===== config.mk =====
export PLATFORM = sky130hd
export DESIGN_NAME = shipdate_filter_projector_top
export DESIGN_NICKNAME = d
export VERILOG_FILES = /design/src/rtl/core/sfp_pkg.sv /design/src/rtl/core/sfp_front.sv /design/src/rtl/core/sfp_queue.sv /design/src/rtl/core/sfp_back.sv /design/src/rtl/core/shipdate_filter_projector_top.sv
export SDC_FILE = /design/constraint.sdc
export NUM_CORES = 1
export LEC_CHECK = 0
export BUFFER_PORTS_ARGS = -buffer_cell sky130_fd_sc_hd__buf_4
export CAP_MARGIN = 25
export CORE_ASPECT_RATIO = 0.9
export CORE_MARGIN = 2
export CORE_UTILIZATION = 57
export DETAILED_ROUTE_END_ITERATION = 8
export PLACE_DENSITY = 0.88
export SYNTH_ARGS = -nofsm -noshare
export SYNTH_HDL_FRONTEND = slang
export SYNTH_SLANG_ARGS = --single-unit

===== constraint.sdc =====
create_clock -name clk -period 25.5 [get_ports clk]
set_input_delay 7.65 -clock clk [delete_from_list [all_inputs] [get_ports clk]]
set_output_delay 7.65 -clock clk [all_outputs]
set_load 0.05 [all_outputs]

===== src/rtl/core/sfp_pkg.sv =====
// Shared types and constants for the ship-date filter and projector.
package sfp_pkg;

  localparam int OUTPUT_PAGES = 1024;
  localparam int PAGE_BYTES   = 4096;
  localparam int PAGE_W       = 10;
  localparam int POS_W        = 12;
  localparam int CNT_W        = 32;
  localparam int REC_OUT_B    = 34;
  localparam int PAGE0_HDR    = 4;

  // skid queue between filter and placement
  localparam int QDEPTH = 4;
  localparam int QAW    = $clog2(QDEPTH);

  localparam logic [PAGE_W-1:0] LAST_PAGE   = PAGE_W'(OUTPUT_PAGES - 1);
  localparam logic [POS_W:0]    PAGE_LIMIT  = (POS_W + 1)'(PAGE_BYTES);
  localparam logic [POS_W-1:0]  REC_STEP    = POS_W'(REC_OUT_B);
  localparam logic [POS_W-1:0]  FIRST_POS   = POS_W'(PAGE0_HDR);

  // projected payload of one passing record
  typedef struct packed {
    logic [15:0] flags;
    logic [63:0] first;
    logic [63:0] second;
    logic [63:0] third;
    logic [63:0] fourth;
  } rec_t;

  // one result as seen on the output channel
  typedef struct packed {
    logic [PAGE_W-1:0] page_index;
    logic [POS_W-1:0]  byte_offset;
    rec_t              rec;
    logic [CNT_W-1:0]  pass_total;
    logic              overflow;
  } res_t;

endpackage


===== src/rtl/core/sfp_front.sv =====
// Front end: cutoff register, date compare and push of passing records.
module sfp_front
  import sfp_pkg::*;
(
  input  logic        clk,
  input  logic        rst_n,
  input  logic        cfg_wr_en,
  input  logic [63:0] cfg_wr_data,
  input  logic        in_push,
  output logic        in_full,
  input  logic [63:0] in_ship_date,
  input  logic [15:0] in_status_flags,
  input  logic [63:0] in_word_at_32,
  input  logic [63:0] in_word_at_16,
  input  logic [63:0] in_word_at_24,
  input  logic [63:0] in_word_at_40,
  output logic        q_push,
  output rec_t        q_wdata,
  input  logic        q_full
);

  logic [63:0] cutoff_r;
  logic [63:0] cutoff_nxt;
  logic        date_ok;

  // first character sits in the low byte; flip so it becomes most significant
  function automatic logic [63:0] byte_rev(input logic [63:0] v);
    logic [63:0] r;
    for (int k = 0; k < 8; k++) begin
      r[8*k +: 8] = v[8*(7-k) +: 8];
    end
    return r;
  endfunction

  assign cutoff_nxt = cfg_wr_en ? cfg_wr_data : cutoff_r;

  always_ff @(posedge clk) begin
    if (!rst_n) begin
      cutoff_r <= '0;
    end else begin
      cutoff_r <= cutoff_nxt;
    end
  end

  assign date_ok = byte_rev(in_ship_date) <= byte_rev(cutoff_r);

  assign in_full = q_full;
  assign q_push  = in_push && !q_full && date_ok;

  assign q_wdata.flags  = in_status_flags;
  assign q_wdata.first  = in_word_at_32;
  assign q_wdata.second = in_word_at_16;
  assign q_wdata.third  = in_word_at_24;
  assign q_wdata.fourth = in_word_at_40;

endmodule


===== src/rtl/core/sfp_queue.sv =====
// Short queue of passing records between filter and placement.
module sfp_queue
  import sfp_pkg::*;
(
  input  logic clk,
  input  logic rst_n,
  input  logic push,
  input  rec_t wdata,
  output logic full,
  output logic valid,
  input  logic pop,
  output rec_t rdata
);

  rec_t           mem_r [QDEPTH];
  logic [QAW-1:0] wp_r, wp_nxt;
  logic [QAW-1:0] rp_r, rp_nxt;
  logic [QAW:0]   cnt_r, cnt_nxt;
  logic           do_push, do_pop;

  assign full    = cnt_r == (QAW + 1)'(QDEPTH);
  assign valid   = cnt_r != '0;
  assign do_push = push && !full;
  assign do_pop  = pop && valid;

  assign wp_nxt  = do_push ? wp_r + 1'b1 : wp_r;
  assign rp_nxt  = do_pop ? rp_r + 1'b1 : rp_r;
  assign cnt_nxt = cnt_r + (QAW + 1)'(do_push) - (QAW + 1)'(do_pop);

  always_ff @(posedge clk) begin
    if (!rst_n) begin
      wp_r  <= '0;
      rp_r  <= '0;
      cnt_r <= '0;
    end else begin
      wp_r  <= wp_nxt;
      rp_r  <= rp_nxt;
      cnt_r <= cnt_nxt;
    end
  end

  always_ff @(posedge clk) begin
    if (do_push) begin
      mem_r[wp_r] <= wdata;
    end
  end

  assign rdata = mem_r[rp_r];

  a_cnt_range: assert property (@(posedge clk) disable iff (!rst_n)
    cnt_r <= (QAW + 1)'(QDEPTH))
    else $error("queue count past depth");

  a_ptr_gap: assert property (@(posedge clk) disable iff (!rst_n)
    wp_r == rp_r + cnt_r[QAW-1:0])
    else $error("queue pointers disagree with count");

endmodule


===== src/rtl/core/sfp_back.sv =====
// Back end: page placement, pass count and the output register.
module sfp_back
  import sfp_pkg::*;
(
  input  logic clk,
  input  logic rst_n,
  input  logic q_valid,
  output logic q_pop,
  input  rec_t q_rdata,
  output logic out_empty,
  input  logic out_pop,
  output res_t res
);

  logic [PAGE_W-1:0] page_r, page_nxt;
  logic [POS_W-1:0]  pos_r, pos_nxt;
  logic [CNT_W-1:0]  cnt_r, cnt_nxt;
  logic              vld_r, vld_nxt;
  res_t              res_r, res_nxt;
  logic              load;
  logic [POS_W:0]    pos_end;
  logic              wrap;
  logic              last;

  // output slot free or being drained this cycle
  assign load  = q_valid && (!vld_r || out_pop);
  assign q_pop = load;

  // pos_r is the next write position, header of page zero included
  assign pos_end = {1'b0, pos_r} + {1'b0, REC_STEP};
  assign wrap    = pos_end >= PAGE_LIMIT;
  assign last    = page_r == LAST_PAGE;

  always_comb begin
    page_nxt = page_r;
    pos_nxt  = pos_r;
    cnt_nxt  = cnt_r;
    res_nxt  = res_r;
    vld_nxt  = vld_r && !out_pop;
    if (load) begin
      vld_nxt             = 1'b1;
      cnt_nxt             = cnt_r + 1'b1;
      res_nxt.rec         = q_rdata;
      res_nxt.pass_total  = cnt_r + 1'b1;
      res_nxt.overflow    = 1'b0;
      res_nxt.page_index  = page_r;
      res_nxt.byte_offset = pos_r;
      if (wrap) begin
        res_nxt.byte_offset = '0;
        if (last) begin
          res_nxt.overflow   = 1'b1;
          res_nxt.page_index = LAST_PAGE;
        end else begin
          page_nxt           = page_r + 1'b1;
          res_nxt.page_index = page_r + 1'b1;
          pos_nxt            = REC_STEP;
        end
      end else begin
        pos_nxt = pos_end[POS_W-1:0];
      end
    end
  end

  always_ff @(posedge clk) begin
    if (!rst_n) begin
      page_r <= '0;
      pos_r  <= FIRST_POS;
      cnt_r  <= '0;
      vld_r  <= 1'b0;
    end else begin
      page_r <= page_nxt;
      pos_r  <= pos_nxt;
      cnt_r  <= cnt_nxt;
      vld_r  <= vld_nxt;
    end
  end

  always_ff @(posedge clk) begin
    res_r <= res_nxt;
  end

  assign out_empty = !vld_r;
  assign res       = res_r;

  a_ovf_place: assert property (@(posedge clk) disable iff (!rst_n)
    (vld_r && res_r.overflow) |-> (res_r.byte_offset == '0 && res_r.page_index == LAST_PAGE))
    else $error("overflow result not placed at last page start");

  a_cnt_step: assert property (@(posedge clk) disable iff (!rst_n)
    load |=> (cnt_r == $past(cnt_r) + 1'b1 && res_r.pass_total == cnt_r))
    else $error("pass count out of step with results");

endmodule


===== src/rtl/core/shipdate_filter_projector_top.sv =====
// Top level of the ship-date filter and projector.
//
//  channel   direction  handshake            transfer when
//  in_*      input      in_push / in_full    in_push && !in_full
//  out_*     output     out_pop / out_empty  out_pop && !out_empty
//  cfg_*     input      cfg_wr_en            cfg_wr_en (cutoff date)
//
// One record per cycle sustained while out_pop keeps up: the date compare
// runs in the cycle the record is taken, and placement plus count update run
// in the cycle a record leaves the four-entry queue into the output register.
// A passing record is written into the queue when taken and then moves into
// the output register, where out_empty falls and it can be popped.
// Failing records are dropped at the input and give no result.
// Synchronous active-low reset clears cutoff, page and count; position starts past the page-zero header.
// A stalled output fills the queue; in_full rises once all four entries wait.
module shipdate_filter_projector_top
  import sfp_pkg::*;
(
  input  logic              clk,
  input  logic              rst_n,
  // configuration
  input  logic              cfg_wr_en,
  input  logic [63:0]       cfg_wr_data,
  // record input
  input  logic              in_push,
  output logic              in_full,
  input  logic [63:0]       in_ship_date,
  input  logic [15:0]       in_status_flags,
  input  logic [63:0]       in_word_at_32,
  input  logic [63:0]       in_word_at_16,
  input  logic [63:0]       in_word_at_24,
  input  logic [63:0]       in_word_at_40,
  // projected result
  output logic              out_empty,
  input  logic              out_pop,
  output logic [PAGE_W-1:0] out_page_index,
  output logic [POS_W-1:0]  out_byte_offset,
  output logic [15:0]       out_flags,
  output logic [63:0]       out_first,
  output logic [63:0]       out_second,
  output logic [63:0]       out_third,
  output logic [63:0]       out_fourth,
  output logic [CNT_W-1:0]  out_pass_total,
  output logic              out_overflow
);

  logic q_push, q_full, q_valid, q_pop;
  rec_t q_wdata, q_rdata;
  res_t res;

  // filter: compares date against cutoff, pushes passing records
  sfp_front u_front (
    .clk             (clk),
    .rst_n           (rst_n),
    .cfg_wr_en       (cfg_wr_en),
    .cfg_wr_data     (cfg_wr_data),
    .in_push         (in_push),
    .in_full         (in_full),
    .in_ship_date    (in_ship_date),
    .in_status_flags (in_status_flags),
    .in_word_at_32   (in_word_at_32),
    .in_word_at_16   (in_word_at_16),
    .in_word_at_24   (in_word_at_24),
    .in_word_at_40   (in_word_at_40),
    .q_push          (q_push),
    .q_wdata         (q_wdata),
    .q_full          (q_full)
  );

  // decouples filter from a stalled consumer
  sfp_queue u_queue (
    .clk   (clk),
    .rst_n (rst_n),
    .push  (q_push),
    .wdata (q_wdata),
    .full  (q_full),
    .valid (q_valid),
    .pop   (q_pop),
    .rdata (q_rdata)
  );

  // placement and output register
  sfp_back u_back (
    .clk       (clk),
    .rst_n     (rst_n),
    .q_valid   (q_valid),
    .q_pop     (q_pop),
    .q_rdata   (q_rdata),
    .out_empty (out_empty),
    .out_pop   (out_pop),
    .res       (res)
  );

  assign out_page_index  = res.page_index;
  assign out_byte_offset = res.byte_offset;
  assign out_flags       = res.rec.flags;
  assign out_first       = res.rec.first;
  assign out_second      = res.rec.second;
  assign out_third       = res.rec.third;
  assign out_fourth      = res.rec.fourth;
  assign out_pass_total  = res.pass_total;
  assign out_overflow    = res.overflow;

endmodule


==> results.ini <==
[clock_network]
clock_sinks=1539
cts_setup_buffers=0
clk_path_buf_depth=3
cts_hold_buf=0
cts_root_buffer=clkbuf_16
cts_tree=yes
post_cts_resized=0
numCtsBuffers=143
worstSkewPairLatency_ns=0.78
h-tree-depth=4
clk_pin_slew_ns=0.06

[yosys]
yosysTopAreaCell=edfxtp_1
synth-seq-cells=1539
yosys.area.top_type_share_pct=75.26
synthArstFlopShare_pct=0
synth_edf_count=1414
ys_top_cells_by_area=edfxtp_1 (75%), mux4_2 (11%), dfxtp_1 (4.4%)
synthDistinctLibCells=52
synthFlopType=edfxtp_1
synth.avg_cell_area_um2=21.44
ys_seq_area_share_pct=79.70
synthCells=2632
netlist_area_um2=56420
syn-num-nets=3111
ys_warn_count=0

[detailed_routing]
drt_pass1_iterations=5
drt_iter0_drc=3079
drc=0
via_per_inst=6.073
dr_total_vias=29503
wl_per_cell_um=29.91
ant_nets=0
routed_wl_mm=145.3

[placed_design]
gp_congestion=0.8775
hpwl_mm=84.24
place_ws_ns=12.75
port-buffer-count=732

[final_layout]
fin_nets=3925
area_growth_syn_to_layout_pct=21.01
final_cell_mix=edfxtp_1 (1,414), buf_4 (756), mux4_2 (272)
drive_gt1_share_pct=35.19
post-route-util_pct=69.52
layout_commonest_cell=edfxtp_1

[sta]
relSlewSlack_pct=19.43
skew_ns=0.04656
min_period_over_period_pct=47.14
fmax_mhz=83.19
fin_ws_ns=13.48
hold_violations=0
setup_violations=0
drv_slew=0
setup_tns_ns=0
worst_slew_pin_slew_ns=1.209
rsz0062_at_grt=false
period_minus_slack_ns=12.02

[die]
pin_count=734
fp.dieArea_um2=101500
die_x_um=335.6
die_y_um=302.5
placementRows=109
initial_utilization_pct=57.46
coreArea_um2=98190

[critical_path]
crit_cells=11
cp_common_cell=buf_4
endpoint_kind=register
worst_path_largest_cell_delay_ns=0.90
worst_ep_required_time_ns=25.89
cp.arrival_ns=12.41
path_buf_inv=4
crit_chain=buf_4, ha_1, nand4_1, nor4_1, nand4_1, nor4_1, a21oi_1, buf_4, nor2b_4, buf_4, buf_4
timing.critical_path.max_delay_family=buffers and inverters
worstPathMaxFanout=66
r2r_cells=11
crit_path_top_delay_cell=buf_4
critical_path.startpoint_type=input pin
path_class=in2reg

[global_routing]
grt_usage_pct=28.45
gr-max-usage-layer=met2
grt_pass1_wl_mm=206.7
met2_usage_pct=49.58
use_met1_pct=33.31
grt_pass1_vias=30192
antenna_found_initial=28
grt_overflow=0
grt_max_degree=141
grtUsageMet3_pct=7.842

[run]
maxCapViolations=0

[min_path]
holdPathStages=2
hold_class=reg2reg

[pwr]
p_per_area_nw_per_um2=117.1
leakagePower_nw=23.76
vdd_drop_max_uv=121.4
total_power_mw=7.993

[status]
status=finished, final reports clean

## state kept, by name, indices dropped and copies added, names as in the netlist
| register | flops |
|---|---|
| u_back.cnt_r | 32 |
| u_back.page_r | 10 |
| u_back.pos_r | 11 |
| u_back.res | 326 |
| u_back.vld_r | 1 |
| u_front.cutoff_r | 64 |
| u_queue.cnt_r | 3 |
| u_queue.mem_r | 1088 |
| u_queue.rp_r | 2 |
| u_queue.wp_r | 2 |
## report_power, final
part / switching (mW) / internal [mW]
registers: 0.201 / 3.27
logic: 1.68 / 0.725
clock network: 0.965 / 1.16
total: 2.85 / 5.15
## synthesized netlist by cell type (all sizes together), types with 6 or more instances
| master | n |
|---|---|
| nor2 | 44 |
| and3 | 11 |
| nand3 | 27 |
| nor4 | 7 |
| o21ai | 22 |
| inv | 81 |
| xor2 | 33 |
| a21boi | 8 |
| nand2 | 63 |
| nand4 | 29 |
| a31oi | 6 |
| edfxtp | 1414 |
| nor2b | 75 |
| dfxtp | 125 |
| and2 | 49 |
| ha | 73 |
| or3 | 10 |
| clkbuf | 45 |
| mux2i | 66 |
| xnor2 | 41 |
| a21oi | 37 |
| nor3 | 13 |
| buf | 50 |
| mux4 | 272 |
## area by class of cell
| cell class | count | area [µm²] |
|---|---|---|
| diodes | 21 | 52.55 |
| clock buffers | 179 | 3796 |
| clock inverters | 81 | 859.6 |
| fillers | 5551 | 29930 |
| inverters | 81 | 311.5 |
| multi-input cells | 917 | 10820 |
| flip-flops and latches | 1539 | 44970 |
| well taps | 1276 | 1597 |
| repair buffers | 764 | 5866 |
## path summary, 6_finish.rpt
| kind | start | endpoint | slack [ns] |
|---|---|---|---|
| hold reg to reg | u_back.cnt_r[31] | u_back.cnt_r[31] | 0.49 |
| setup / recovery | in_ship_date[5] | u_queue.mem_r[1][14] | 13.48 |
| hold / removal | u_back.cnt_r[31] | u_back.cnt_r[31] | 0.49 |
| setup reg to reg | u_front.cutoff_r[15] | u_queue.mem_r[1][14] | 20.05 |
## logic make-up after synthesis
kind of cell	share of synthesized area (%)
AO/OA/AOI/OAI	0.9869
XOR/XNOR	1.149
adder cells (fa/ha/maj)	1.654
buffers and inverters	1.184
flip-flops	79.70
multiplexers	12.03
other	0.006647
AND/OR/NAND/NOR	3.293
## through the flow
step           hold WS, ns  cells  instance area, µm²
2_1_floorplan       0.4547   2632               56420
3_3_place_gp        0.4682   4573               63450
3_5_place_dp        0.4751   4575               63510
4_1_cts             0.4871   4835               68160
5_1_grt             0.5232   4851               68250
6_report            0.4850   4858               68270
## layer usage
layer  part of all wire (%)  vias up
met5                  0.065        -
met3                    9.5      314
met1                     34    15151
met2                     53     1820
met4                    4.2       14
li1                       -    12204
## worst register-to-register path: stages (launching register included)
cell and delay [ns]:
dfxtp_1 0.33, inv_1 0.11, ha_1 0.35, nand4_1 0.14
nor4_1 0.70, nand4_1 0.32, nor4_1 0.33, a21oi_1 0.07
buf_4 0.21, nor2b_4 0.56, buf_4 0.88, buf_4 1.05
Power figures use the tool's default switching activity.
